## src/design/csa_pkg.sv

```systemverilog
`timescale 1ns / 1ps
`default_nettype none
// ----------------------------------------------------------------------------
// csa_pkg
// Shared types and constants of the current sensor averager: register
// indexes, reset values, the configuration bundle and the result record.
// ----------------------------------------------------------------------------
package csa_pkg;

	localparam int MV_W           = 12;
	localparam int WIN_REG_W      = 11;
	localparam int LEVEL_W        = 16;
	localparam int COEF_W         = 16;
	localparam int CFG_IDX_W      = 3;
	localparam int CFG_DATA_W     = 16;
	localparam int MAX_WINDOW_DEF = 1024;
	localparam int JOB_DEPTH      = 2;
	localparam int RES_DEPTH      = 2;
	localparam int LEVEL_FRAC     = 12;
	localparam int GAIN_FRAC      = 8;

	localparam logic [CFG_IDX_W-1:0] REG_ZERO_SAMPLES = 3'd0;
	localparam logic [CFG_IDX_W-1:0] REG_READ_SAMPLES = 3'd1;
	localparam logic [CFG_IDX_W-1:0] REG_DIVIDER_INV  = 3'd2;
	localparam logic [CFG_IDX_W-1:0] REG_MA_PER_MV    = 3'd3;
	localparam logic [CFG_IDX_W-1:0] REG_NOISE_FLOOR  = 3'd4;

	localparam logic [WIN_REG_W-1:0] ZERO_SAMPLES_RST = 11'd64;
	localparam logic [WIN_REG_W-1:0] READ_SAMPLES_RST = 11'd16;
	localparam logic [COEF_W-1:0]    DIVIDER_INV_RST  = 16'd6144;
	localparam logic [COEF_W-1:0]    MA_PER_MV_RST    = 16'd1384;
	localparam logic [COEF_W-1:0]    NOISE_FLOOR_RST  = 16'd0;

	localparam logic [LEVEL_W-1:0] ZERO_MIN_MV = 16'd1800;
	localparam logic [LEVEL_W-1:0] ZERO_MAX_MV = 16'd3200;

	localparam logic KIND_CAL  = 1'b0;
	localparam logic KIND_MEAS = 1'b1;

	typedef struct packed {
		logic [WIN_REG_W-1:0] zero_samples;
		logic [WIN_REG_W-1:0] read_samples;
		logic [COEF_W-1:0]    divider_inv_q12;
		logic [COEF_W-1:0]    ma_per_mv_q8;
		logic [COEF_W-1:0]    noise_floor_ma;
	} cfg_t;

	typedef struct packed {
		logic               kind;
		logic               ok;
		logic [COEF_W-1:0]  current_ma;
		logic [LEVEL_W-1:0] zero_level_mv;
	} result_t;

endpackage
`default_nettype wire

```

## src/design/csa_fifo.sv

```systemverilog
`timescale 1ns / 1ps
`default_nettype none
// ----------------------------------------------------------------------------
// csa_fifo
// Small register queue with push/full and pop/empty; the head entry is
// shown while empty is low.
// ----------------------------------------------------------------------------
module csa_fifo #(
	parameter int WIDTH = 8,
	parameter int DEPTH = 2
) (
	input  logic             clk,
	input  logic             arst_n,
	input  logic             push,
	input  logic [WIDTH-1:0] wdata,
	output logic             full,
	input  logic             pop,
	output logic [WIDTH-1:0] rdata,
	output logic             empty
);
	localparam int PTR_W = (DEPTH > 1) ? $clog2(DEPTH) : 1;
	localparam int CNT_W = $clog2(DEPTH + 1);

	logic [WIDTH-1:0] mem_q [DEPTH];
	logic [PTR_W-1:0] wr_ptr_q;
	logic [PTR_W-1:0] rd_ptr_q;
	logic [CNT_W-1:0] count_q;
	logic             do_push;
	logic             do_pop;

	assign full    = (count_q == CNT_W'(DEPTH));
	assign empty   = (count_q == '0);
	assign do_push = push && !full;
	assign do_pop  = pop && !empty;
	assign rdata   = mem_q[rd_ptr_q];

	always_ff @(posedge clk or negedge arst_n) begin
		if (!arst_n) begin
			wr_ptr_q <= '0;
			rd_ptr_q <= '0;
			count_q  <= '0;
		end else begin
			if (do_push) begin
				wr_ptr_q <= (wr_ptr_q == PTR_W'(DEPTH - 1)) ? '0 : wr_ptr_q + 1'b1;
			end
			if (do_pop) begin
				rd_ptr_q <= (rd_ptr_q == PTR_W'(DEPTH - 1)) ? '0 : rd_ptr_q + 1'b1;
			end
			if (do_push && !do_pop) begin
				count_q <= count_q + 1'b1;
			end else if (do_pop && !do_push) begin
				count_q <= count_q - 1'b1;
			end
		end
	end

	always_ff @(posedge clk) begin
		if (do_push) begin
			mem_q[wr_ptr_q] <= wdata;
		end
	end

endmodule
`default_nettype wire

```

## src/design/csa_front.sv

```systemverilog
`timescale 1ns / 1ps
`default_nettype none
// ----------------------------------------------------------------------------
// csa_front
// Sample accumulator: sums samples, tracks calibration mode and hands a
// finished window (sum, count, kind) to the back end.
// ----------------------------------------------------------------------------
module csa_front #(
	parameter int MAX_WINDOW = csa_pkg::MAX_WINDOW_DEF,
	parameter int CNT_W      = $clog2(MAX_WINDOW + 1),
	parameter int SUM_W      = csa_pkg::MV_W + CNT_W
) (
	input  logic                     clk,
	input  logic                     arst_n,
	input  logic                     take,
	input  logic [csa_pkg::MV_W-1:0] adc_mv,
	input  logic                     recalibrate,
	input  csa_pkg::cfg_t            cfg,
	output logic                     job_push,
	output logic                     job_kind,
	output logic [SUM_W-1:0]         job_sum,
	output logic [CNT_W-1:0]         job_cnt
);
	import csa_pkg::*;

	logic                 cal_q;
	logic [SUM_W-1:0]     sum_q;
	logic [CNT_W-1:0]     cnt_q;
	logic                 cal_next;
	logic [SUM_W-1:0]     sum_new;
	logic [CNT_W-1:0]     cnt_new;
	logic [WIN_REG_W-1:0] win_reg;
	logic [CNT_W-1:0]     win_len;
	logic                 win_done;

	always_comb begin
		cal_next = recalibrate || cal_q;
		sum_new  = (recalibrate ? '0 : sum_q) + SUM_W'(adc_mv);
		cnt_new  = (recalibrate ? '0 : cnt_q) + CNT_W'(1);
		win_reg  = cal_next ? cfg.zero_samples : cfg.read_samples;
		priority if (win_reg == '0) begin
			win_len = CNT_W'(1);
		end else if (32'(win_reg) > 32'(MAX_WINDOW)) begin
			win_len = CNT_W'(MAX_WINDOW);
		end else begin
			win_len = CNT_W'(win_reg);
		end
		// a shortened window closes on the next sample
		win_done = (cnt_new >= win_len);
	end

	assign job_push = take && win_done;
	assign job_kind = cal_next ? KIND_CAL : KIND_MEAS;
	assign job_sum  = sum_new;
	assign job_cnt  = cnt_new;

	always_ff @(posedge clk or negedge arst_n) begin
		if (!arst_n) begin
			cal_q <= 1'b1;
			sum_q <= '0;
			cnt_q <= '0;
		end else if (take) begin
			if (win_done) begin
				cal_q <= 1'b0;
				sum_q <= '0;
				cnt_q <= '0;
			end else begin
				cal_q <= cal_next;
				sum_q <= sum_new;
				cnt_q <= cnt_new;
			end
		end
	end

endmodule
`default_nettype wire

```

## src/design/csa_back.sv

```systemverilog
`timescale 1ns / 1ps
`default_nettype none
// ----------------------------------------------------------------------------
// csa_back
// Window evaluator: serial divide for the mean, divider correction, zero
// level check or current scaling, and result write into the output queue.
// ----------------------------------------------------------------------------
module csa_back #(
	parameter int MAX_WINDOW = csa_pkg::MAX_WINDOW_DEF,
	parameter int CNT_W      = $clog2(MAX_WINDOW + 1),
	parameter int SUM_W      = csa_pkg::MV_W + CNT_W
) (
	input  logic                clk,
	input  logic                arst_n,
	input  csa_pkg::cfg_t       cfg,
	input  logic                job_empty,
	input  logic                job_kind,
	input  logic [SUM_W-1:0]    job_sum,
	input  logic [CNT_W-1:0]    job_cnt,
	output logic                job_pop,
	input  logic                res_full,
	output logic                res_push,
	output csa_pkg::result_t    res
);
	import csa_pkg::*;

	localparam int BIT_W   = $clog2(SUM_W);
	localparam int PROD1_W = MV_W + COEF_W;
	localparam int PROD2_W = LEVEL_W + COEF_W;
	localparam int CUR_W   = PROD2_W - GAIN_FRAC;

	typedef enum logic [2:0] {
		S_IDLE,
		S_DIV,
		S_MUL1,
		S_LVL,
		S_MUL2,
		S_FIN
	} state_t;

	state_t             state_q;
	logic               kind_q;
	logic [CNT_W:0]     rem_q;
	logic [SUM_W-1:0]   quo_q;
	logic [CNT_W-1:0]   div_q;
	logic [BIT_W-1:0]   bit_q;
	logic [PROD1_W-1:0] prod1_q;
	logic [PROD2_W-1:0] prod2_q;
	logic [LEVEL_W-1:0] diff_q;
	logic [LEVEL_W-1:0] zero_q;
	logic               ready_q;

	logic [CNT_W:0]     rem_sh;
	logic               rem_ge;
	logic [LEVEL_W-1:0] lvl;
	logic               lvl_ok;
	logic [CUR_W-1:0]   cur_full;
	logic [COEF_W-1:0]  cur_sat;
	logic [COEF_W-1:0]  cur_out;

	always_comb begin
		rem_sh   = {rem_q[CNT_W-1:0], quo_q[SUM_W-1]};
		rem_ge   = (rem_sh >= {1'b0, div_q});
		lvl      = prod1_q[PROD1_W-1:LEVEL_FRAC];
		lvl_ok   = (lvl >= ZERO_MIN_MV) && (lvl <= ZERO_MAX_MV);
		cur_full = prod2_q[PROD2_W-1:GAIN_FRAC];
		cur_sat  = (cur_full > CUR_W'({COEF_W{1'b1}})) ? {COEF_W{1'b1}}
		                                                 : cur_full[COEF_W-1:0];
		// drop readings under the noise floor, and all of them when not ready
		cur_out  = (!ready_q || (cur_sat < cfg.noise_floor_ma)) ? '0 : cur_sat;
	end

	assign job_pop = (state_q == S_IDLE) && !job_empty && !res_full;

	always_comb begin
		res_push = 1'b0;
		res      = '0;
		unique case (state_q)
			S_LVL: begin
				if (kind_q == KIND_CAL) begin
					res_push          = 1'b1;
					res.kind          = KIND_CAL;
					res.ok            = lvl_ok;
					res.zero_level_mv = lvl;
				end
			end
			S_FIN: begin
				res_push          = 1'b1;
				res.kind          = KIND_MEAS;
				res.ok            = ready_q;
				res.current_ma    = cur_out;
				res.zero_level_mv = zero_q;
			end
			default: begin
			end
		endcase
	end

	always_ff @(posedge clk or negedge arst_n) begin
		if (!arst_n) begin
			state_q <= S_IDLE;
			zero_q  <= '0;
			ready_q <= 1'b0;
		end else begin
			unique case (state_q)
				S_IDLE: begin
					if (job_pop) begin
						state_q <= S_DIV;
					end
				end
				S_DIV: begin
					if (bit_q == '0) begin
						state_q <= S_MUL1;
					end
				end
				S_MUL1: begin
					state_q <= S_LVL;
				end
				S_LVL: begin
					if (kind_q == KIND_CAL) begin
						zero_q  <= lvl;
						ready_q <= lvl_ok;
						state_q <= S_IDLE;
					end else begin
						state_q <= S_MUL2;
					end
				end
				S_MUL2: begin
					state_q <= S_FIN;
				end
				S_FIN: begin
					state_q <= S_IDLE;
				end
				default: begin
					state_q <= S_IDLE;
				end
			endcase
		end
	end

	// datapath registers
	always_ff @(posedge clk) begin
		if (job_pop) begin
			kind_q <= job_kind;
			rem_q  <= '0;
			quo_q  <= job_sum;
			div_q  <= job_cnt;
			bit_q  <= BIT_W'(SUM_W - 1);
		end
		if (state_q == S_DIV) begin
			rem_q <= rem_ge ? (rem_sh - {1'b0, div_q}) : rem_sh;
			quo_q <= {quo_q[SUM_W-2:0], rem_ge};
			bit_q <= bit_q - 1'b1;
		end
		if (state_q == S_MUL1) begin
			// the mean never exceeds one sample, so it fits the sample width
			prod1_q <= PROD1_W'(quo_q[MV_W-1:0]) * PROD1_W'(cfg.divider_inv_q12);
		end
		if (state_q == S_LVL) begin
			diff_q <= (lvl >= zero_q) ? (lvl - zero_q) : (zero_q - lvl);
		end
		if (state_q == S_MUL2) begin
			prod2_q <= PROD2_W'(diff_q) * PROD2_W'(cfg.ma_per_mv_q8);
		end
	end

	a_push_has_room: assert property (@(posedge clk) disable iff (!arst_n)
		res_push |-> !res_full)
		else $error("result written into a full queue");

	a_rem_below_div: assert property (@(posedge clk) disable iff (!arst_n)
		(state_q == S_DIV) |-> (rem_q < {1'b0, div_q}))
		else $error("divider remainder out of range");

	a_pop_starts_div: assert property (@(posedge clk) disable iff (!arst_n)
		job_pop |=> (state_q == S_DIV))
		else $error("window taken without starting the divide");

	a_div_nonzero: assert property (@(posedge clk) disable iff (!arst_n)
		(state_q == S_DIV) |-> (div_q != '0))
		else $error("window with zero samples");

endmodule
`default_nettype wire

```

## src/design/current_sensor_averager_unit.sv

```systemverilog
`timescale 1ns / 1ps
`default_nettype none
// ----------------------------------------------------------------------------
// current_sensor_averager_unit
// Hall current sensor zero calibration and windowed current measurement.
// ----------------------------------------------------------------------------
// Each pushed request is one ADC sample; it is added to the running sum, and
// the input takes a new sample every cycle while the window queue has room.
// A finished window goes to the back end for restoring division, divider
// correction and the zero level check, plus current scaling for a current
// result; the back end takes no new window before it has written the last
// result. Up to two windows wait between the accumulator and the divider and
// up to two results wait at the output, so samples keep flowing while results
// are not popped until both queues fill. The first window after reset, or the
// window begun by a sample with recalibrate set, yields the zero level.
module current_sensor_averager_unit #(
	parameter int MAX_WINDOW = csa_pkg::MAX_WINDOW_DEF
) (
	input  logic                          clk,
	input  logic                          arst_n,
	input  logic                          push,
	output logic                          full,
	input  logic [csa_pkg::MV_W-1:0]      adc_mv,
	input  logic                          recalibrate,
	output logic                          empty,
	input  logic                          pop,
	output logic                          result_kind,
	output logic                          sensor_ok,
	output logic [csa_pkg::COEF_W-1:0]    current_ma,
	output logic [csa_pkg::LEVEL_W-1:0]   zero_level_mv,
	input  logic                          cfg_wen,
	input  logic [csa_pkg::CFG_IDX_W-1:0] cfg_index,
	input  logic [csa_pkg::CFG_DATA_W-1:0] cfg_wdata
);
	import csa_pkg::*;

	localparam int CNT_W = $clog2(MAX_WINDOW + 1);
	localparam int SUM_W = MV_W + CNT_W;
	localparam int JOB_W = 1 + SUM_W + CNT_W;

	cfg_t             cfg_q;
	logic             take;
	logic             job_push;
	logic             job_kind;
	logic [SUM_W-1:0] job_sum;
	logic [CNT_W-1:0] job_cnt;
	logic             job_full;
	logic             job_empty;
	logic             job_pop;
	logic [JOB_W-1:0] job_head;
	logic             res_full;
	logic             res_push;
	result_t          res_in;
	result_t          res_head;

	always_ff @(posedge clk or negedge arst_n) begin
		if (!arst_n) begin
			cfg_q.zero_samples    <= ZERO_SAMPLES_RST;
			cfg_q.read_samples    <= READ_SAMPLES_RST;
			cfg_q.divider_inv_q12 <= DIVIDER_INV_RST;
			cfg_q.ma_per_mv_q8    <= MA_PER_MV_RST;
			cfg_q.noise_floor_ma  <= NOISE_FLOOR_RST;
		end else if (cfg_wen) begin
			unique case (cfg_index)
				REG_ZERO_SAMPLES: cfg_q.zero_samples    <= cfg_wdata[WIN_REG_W-1:0];
				REG_READ_SAMPLES: cfg_q.read_samples    <= cfg_wdata[WIN_REG_W-1:0];
				REG_DIVIDER_INV:  cfg_q.divider_inv_q12 <= cfg_wdata[COEF_W-1:0];
				REG_MA_PER_MV:    cfg_q.ma_per_mv_q8    <= cfg_wdata[COEF_W-1:0];
				REG_NOISE_FLOOR:  cfg_q.noise_floor_ma  <= cfg_wdata[COEF_W-1:0];
				default: begin
				end
			endcase
		end
	end

	assign full = job_full;
	assign take = push && !job_full;

	csa_front #(
		.MAX_WINDOW (MAX_WINDOW),
		.CNT_W      (CNT_W),
		.SUM_W      (SUM_W)
	) u_front (
		.clk         (clk),
		.arst_n      (arst_n),
		.take        (take),
		.adc_mv      (adc_mv),
		.recalibrate (recalibrate),
		.cfg         (cfg_q),
		.job_push    (job_push),
		.job_kind    (job_kind),
		.job_sum     (job_sum),
		.job_cnt     (job_cnt)
	);

	csa_fifo #(
		.WIDTH (JOB_W),
		.DEPTH (JOB_DEPTH)
	) u_job_fifo (
		.clk    (clk),
		.arst_n (arst_n),
		.push   (job_push),
		.wdata  ({job_kind, job_sum, job_cnt}),
		.full   (job_full),
		.pop    (job_pop),
		.rdata  (job_head),
		.empty  (job_empty)
	);

	csa_back #(
		.MAX_WINDOW (MAX_WINDOW),
		.CNT_W      (CNT_W),
		.SUM_W      (SUM_W)
	) u_back (
		.clk       (clk),
		.arst_n    (arst_n),
		.cfg       (cfg_q),
		.job_empty (job_empty),
		.job_kind  (job_head[JOB_W-1]),
		.job_sum   (job_head[JOB_W-2:CNT_W]),
		.job_cnt   (job_head[CNT_W-1:0]),
		.job_pop   (job_pop),
		.res_full  (res_full),
		.res_push  (res_push),
		.res       (res_in)
	);

	csa_fifo #(
		.WIDTH ($bits(result_t)),
		.DEPTH (RES_DEPTH)
	) u_res_fifo (
		.clk    (clk),
		.arst_n (arst_n),
		.push   (res_push),
		.wdata  (res_in),
		.full   (res_full),
		.pop    (pop),
		.rdata  (res_head),
		.empty  (empty)
	);

	assign result_kind   = res_head.kind;
	assign sensor_ok     = res_head.ok;
	assign current_ma    = res_head.current_ma;
	assign zero_level_mv = res_head.zero_level_mv;

endmodule
`default_nettype wire
```

## config.mk

```make
export PLATFORM = sky130hd
export DESIGN_NAME = current_sensor_averager_unit
export DESIGN_NICKNAME = d
export VERILOG_FILES = /design/src/design/csa_pkg.sv /design/src/design/csa_fifo.sv /design/src/design/csa_front.sv /design/src/design/csa_back.sv /design/src/design/current_sensor_averager_unit.sv
export SDC_FILE = /design/constraint.sdc
export NUM_CORES = 2
export LEC_CHECK = 0
export BUFFER_PORTS_ARGS = -buffer_cell sky130_fd_sc_hd__buf_4
export CAP_MARGIN = 10
export CORE_ASPECT_RATIO = 1.1
export CORE_MARGIN = 5
export CORE_UTILIZATION = 40
export DETAILED_ROUTE_END_ITERATION = 16
export PLACE_DENSITY_LB_ADDON = 0.25
export REMOVE_ABC_BUFFERS = 1
export SLEW_MARGIN = 20
export SYNTH_ARGS = -nofsm -noshare
export SYNTH_HDL_FRONTEND = slang
export SYNTH_SLANG_ARGS = --single-unit
```

## constraint.sdc

```tcl
create_clock -name clk -period 7.5 [get_ports clk]
set_input_delay 0 -clock clk [delete_from_list [all_inputs] [get_ports clk]]
set_output_delay 0 -clock clk [all_outputs]
set_load 0.02 [all_outputs]
```

After elaboration in Yosys (flattened, before gate mapping):

Memories as Yosys holds them, arrays and structs flattened.
Index checks and enable logic that the tools add are counted.

* register bits: 260
* input bits: 37
* RAM bits: 138
* memories: 2

Memory list
* u_job_fifo.mem_q: words 2, bits a word 35, rd ports 1, clocked after Yosys merged registers in 0, wr ports 1, RTL line csa_fifo.sv:24 `logic [WIDTH-1:0] mem_q [DEPTH];`
* u_res_fifo.mem_q: words 2, bits a word 34, rd ports 1, clocked after Yosys merged registers in 0, wr ports 1, RTL line csa_fifo.sv:24

* $add $sub $neg: 14
* reduce and logical (&&, ||, !) cells: 40
* multipliers: 2
* equality and inequality tests: 13
* multiplexer cells: 42
* order comparisons: 8
* bitwise logic cells: 1

Operator list (count)
* $mux 23: 4
* $mux 11: 8
* $mux 16: 5
* $mul 16x16->32: 1
* $pmux 16 s2: 1
* $sub 16x16->16: 2
* $mul 12x16->28: 1
* $gt 24x16->1 const B: 1
* $add 23x12->23: 1
* $ge 16x11->1 const B: 1
* $ge 16x16->1: 1
* $le 16x12->1 const B: 1
* $lt 16x16->1: 1
* $pmux 3 s5: 1
* $reduce_and 2->1: 7
* $logic_and 1x1->1: 13
* $eq 3x2->1 const B: 4
* $ge 12x11->1: 1
* $mux 1: 12
* $add 11x1->11 const B: 1
* $ge 11x11->1: 1
* $gt 11x11->1 const B: 1
* $logic_not 11->1: 1
* $sub 11x11->11: 1
* 21 further kinds: 49

Depth between registers and ports, before layout:

* word-level depth: 12
* mapped depth: 24
* depth with buffers taken out: 23

Cells and area by module:

A second synthesis with hierarchy kept.

* cell total of the unflattened synthesis: 3091
* area total of the unflattened synthesis: 32616.3 µm²

By module, submodules not included
* csa_back: area an instance 21095.2 µm², instances 1, cells an instance 2320
* csa_front: area an instance 3099.2 µm², instances 1, cells an instance 365
* csa_fifo (u_job_fifo): area an instance 2872.8 µm², instances 1, cells an instance 128
* csa_fifo (u_res_fifo): area an instance 2801.4 µm², instances 1, cells an instance 125
* current_sensor_averager_unit: area an instance 2747.6 µm², instances 1, cells an instance 153

Least setup slack after synthesis:

Ideal clock, no wire load.

* path kind: reg-to-reg
* start point: register cfg_q[24] (netlist name)
* end point: register u_back.prod2_q[29] (data pin)
* data required time: 7.231 ns
* path buffers: 1
* stages on the path, launching flop included: 22
* arrival time: 6.137 ns
* path slack: 1.094 ns
* setup time: 0.269 ns
* cell sequence: dfstp_2 clkbuf_1 nand2_1 fa_1 fa_1 inv_1 fa_1 fa_1 fa_1 inv_1 fa_1 inv_1 ha_1 a21o_1 a21o_1 a211o_1 a221o_1 a21oi_1 o21bai_1 a21oi_1 o31ai_1 xor2_1

* word-level cells in the longest chain between the ends: 1

RTL lines
* start: declaration: RTL line current_sensor_averager_unit.sv:41 `cfg_t cfg_q;`
* $mul 16x16->32: RTL line csa_back.sv:163 `prod2_q <= PROD2_W'(diff_q) * PROD2_W'(cfg.ma_per_mv_q8);`
* end signal: assignment: RTL line csa_back.sv:163
* end: declaration: RTL line csa_back.sv:48 `logic [PROD2_W-1:0] prod2_q;`

Every way passes these cells.
A chain may end at the register's enable or synchronous reset.

Final worst setup path:

* start point: register u_back.diff_q[9]
* end point: register u_back.prod2_q[29] (data pin)

* word-level cells in the longest chain between the ends: 1

RTL lines
* start: declaration: RTL line csa_back.sv:49 `logic [LEVEL_W-1:0] diff_q;`
* start signal: assignment: RTL line csa_back.sv:160 `diff_q <= (lvl >= zero_q) ? (lvl - zero_q) : (zero_q - lvl);`
* $mul 16x16->32: RTL line csa_back.sv:163

Every way passes these cells.

==> impl_metrics.toml <==
[status]
status = "finished, final reports clean"

[yosys]
synth_cell_types = 70
synth_cells = 3067
synth-edff-count = 245
yosysTopAreaCell = "edfxtp_1"
synthTopCellsByArea = "edfxtp_1 (23%), fa_1 (21%), ha_1 (9.7%)"
netlist_area_mm2 = 0.03175
async_reset_ff_frac = 0.3519
avgSynthCellArea_um2 = 10.35
ys_ff_latch = 378
synthFlopType = "edfxtp_1"
synth_top_area_share = 0.2317
ys_seq_area_frac = 0.3369
ys_warn_count = 0

[finish]
drive_gt1_frac = 0.1068
final_cell_mix = "inv_1 (488), nand2_1 (455), fa_1 (336)"
fillers = 7484
area_growth_pct = 11.38
final_nets = 3750
diodes = 0
layout_commonest_cell = "inv_1"

[placement]
io_buffers = 72
gp_congestion = 0.8726
dp_hpwl_um = 56900

[timing]
setup-violations-final = 0
finalCriticalPeriod_ns = 6.783
skew_ns = 0.02161
slew_violations = 0
hold_violations = 0
setup_tns_ns = 0
fin_crit_sh = 0.9044
rsz0062_at_grt = "false"
fmax_ghz = 0.1474
relSlewSlack = 0.2874
tightestPinTransition_ns = 1.069

[clocking]
cts-resized-gates = 0
clock_path_buffers = 3
clock_sinks = 378
cts_max_level = 2
cts_made_buffers = 45
clkSlewWorstSetupHoldPaths_ns = 0.06
root_buffer = "clkbuf_16"
clk_latency_ns = 0.58
tritoncts = "yes"

[critical_path]
path_class = "register to register"
cp.arrival_ns = 7.10
start_kind = "register"
end_kind = "register"
r2r_cells = 20
rrSetupSlack_ns = 0.72
required_ns = 7.82
crit_fanout = 16

[floorplanning]
row_count = 108
start_util = 0.4030
die_w_um = 278.6
pin_count = 73
die_y_um = 305.5
die-area_mm2 = 0.08511
core_mm2 = 0.07878

[grt]
grt_pass1_vias = 22670
overflow = 0
grt_usage = 0.1822
grt_pass1_wl_um = 124000
antenna_found_initial = 1
grt_max_degree = 57

[hold_path]
min_path_type = "input port to register"
hold_path_depth = 5

[route]
remaining_drc_errors = 0
vias_per_cell = 4.999
drtIter0Drc = 1077
first_pass_iters = 5
wl_per_cell_um = 17.86
wirelength_um = 75230
route.antenna.remaining_nets = 0
vias = 21050

[job]
cap_viol_max_count = 0
[routing by layer]
layer  track usage  share of wire  up-vias
met5             0              0        -
met4       0.05842          0.037        0
met3       0.02358          0.037      121
met2        0.3190           0.49      351
met1        0.2361           0.43    10550
li1              -              -    10030
[kinds of logic (layout without fill, tap and decap cells)]
group                    Yosys count  count (layout)  share of synthesized area
AO/OA/AOI/OAI                    324             324                    0.06388
XOR/XNOR                          96              96                    0.02648
adder cells (fa/ha/maj)          583             583                     0.3092
buffers and inverters            611             710                    0.07302
flip-flops                       378             378                     0.3369
multiplexers                     154             154                    0.05300
AND/OR/NAND/NOR                  921             921                     0.1375
[synth_stat cells, types with 5 or more instances]
cell      instances
nor3b_1           5
nor2_1           93
or3_1             8
o21ai_0         115
o21a_1           15
nor3_1           19
fa_1            336
xnor2_1          62
mux2_2          113
a22o_1            5
inv_1           488
clkbuf_1        113
xor2_1           34
and2_1          191
nand2b_1         26
nand3_1          22
dfrtp_1         123
dfstp_2          10
edfxtp_1        245
ha_1            247
nand2_1         455
o21bai_1          7
o211ai_1         10
or2_2            19
a211oi_1         11
nand3b_1          6
o31ai_1           5
mux2i_1          41
a21o_1           34
nand4_1          15
and3_1           14
a21oi_1          73
nor4_1            9
nor2b_1          34
[sequential cells by signal, indices dropped and copies added, names as in the netlist, 23 cells and up]
| signal | count |
|---|---|
| cfg_q | 70 |
| u_res_fifo.mem_q | 68 |
| u_front.sum_q | 23 |
| u_back.prod2_q | 24 |
| u_job_fifo.mem_q | 70 |
| u_back.quo_q | 23 |
[cell type report]
cell class / count / area, um^2 / share of cell area
repair buffers: 139 / 1192 / 0.03372
multi-input cells: 2078 / 18800 / 0.5315
inverters: 488 / 1832 / 0.05180
well taps: 1045 / 1308 / 0.03698
clock buffers: 59 / 1261 / 0.03567
clock inverters: 24 / 274.0 / 0.007749
flip-flops and latches: 378 / 10700 / 0.3026
[per-stage QoR]
step / cells / setup slack, ns / instance area (um^2) / utilization / hold slack [ns]
2_1_floorplan: 2944 / 1.210 / 31260 / - / -0.2956
4_1_cts: 4210 / 0.7331 / 35330 / 0.4485 / 0.0006506
6_report: 4211 / 0.7167 / 35360 / 0.4489 / 0.03144
3_5_place_dp: 4092 / 0.7476 / 33430 / 0.4244 / -0.04782
3_3_place_gp: 4091 / 0.7849 / 33400 / 0.4239 / -0.04806
5_1_grt: 4211 / 0.4321 / 35360 / 0.4489 / 0.04058
[worst max-delay path: stages, from the launching register on]
cell      delay, ns
edfxtp_1       0.80
nand2_1        0.17
fa_1           0.52
fa_1           0.51
inv_1          0.05
fa_1           0.47
fa_1           0.52
fa_1           0.56
inv_1          0.06
fa_1           0.53
inv_1          0.04
ha_1           0.33
a21o_1         0.17
a21o_1         0.17
a211o_1        0.35
a221o_1        0.33
a21oi_1        0.29
o21bai_1       0.14
a21oi_1        0.24
o31ai_1        0.12
xor2_1         0.15
[final timing paths]
path / from / end
max: u_back.diff_q[9] / u_back.prod2_q[29]
min: cfg_index[0] / cfg_q[7]
max reg2reg: u_back.diff_q[9] / u_back.prod2_q[29]
min reg2reg: u_front.cnt_q[5] / u_front.cnt_q[5]
max in group asynchronous: arst_n / cfg_q[54]
min in group asynchronous: arst_n / u_front.cal_q
[what timing repair did]
item	CTS	global route
setup buffers	0	0
endpoints found under the hold margin	140	0
hold buffers	35	0
Power is left out: the tool's default activity adds up to more than one toggle a clock period on the data nets, which glitch-free logic cannot reach.
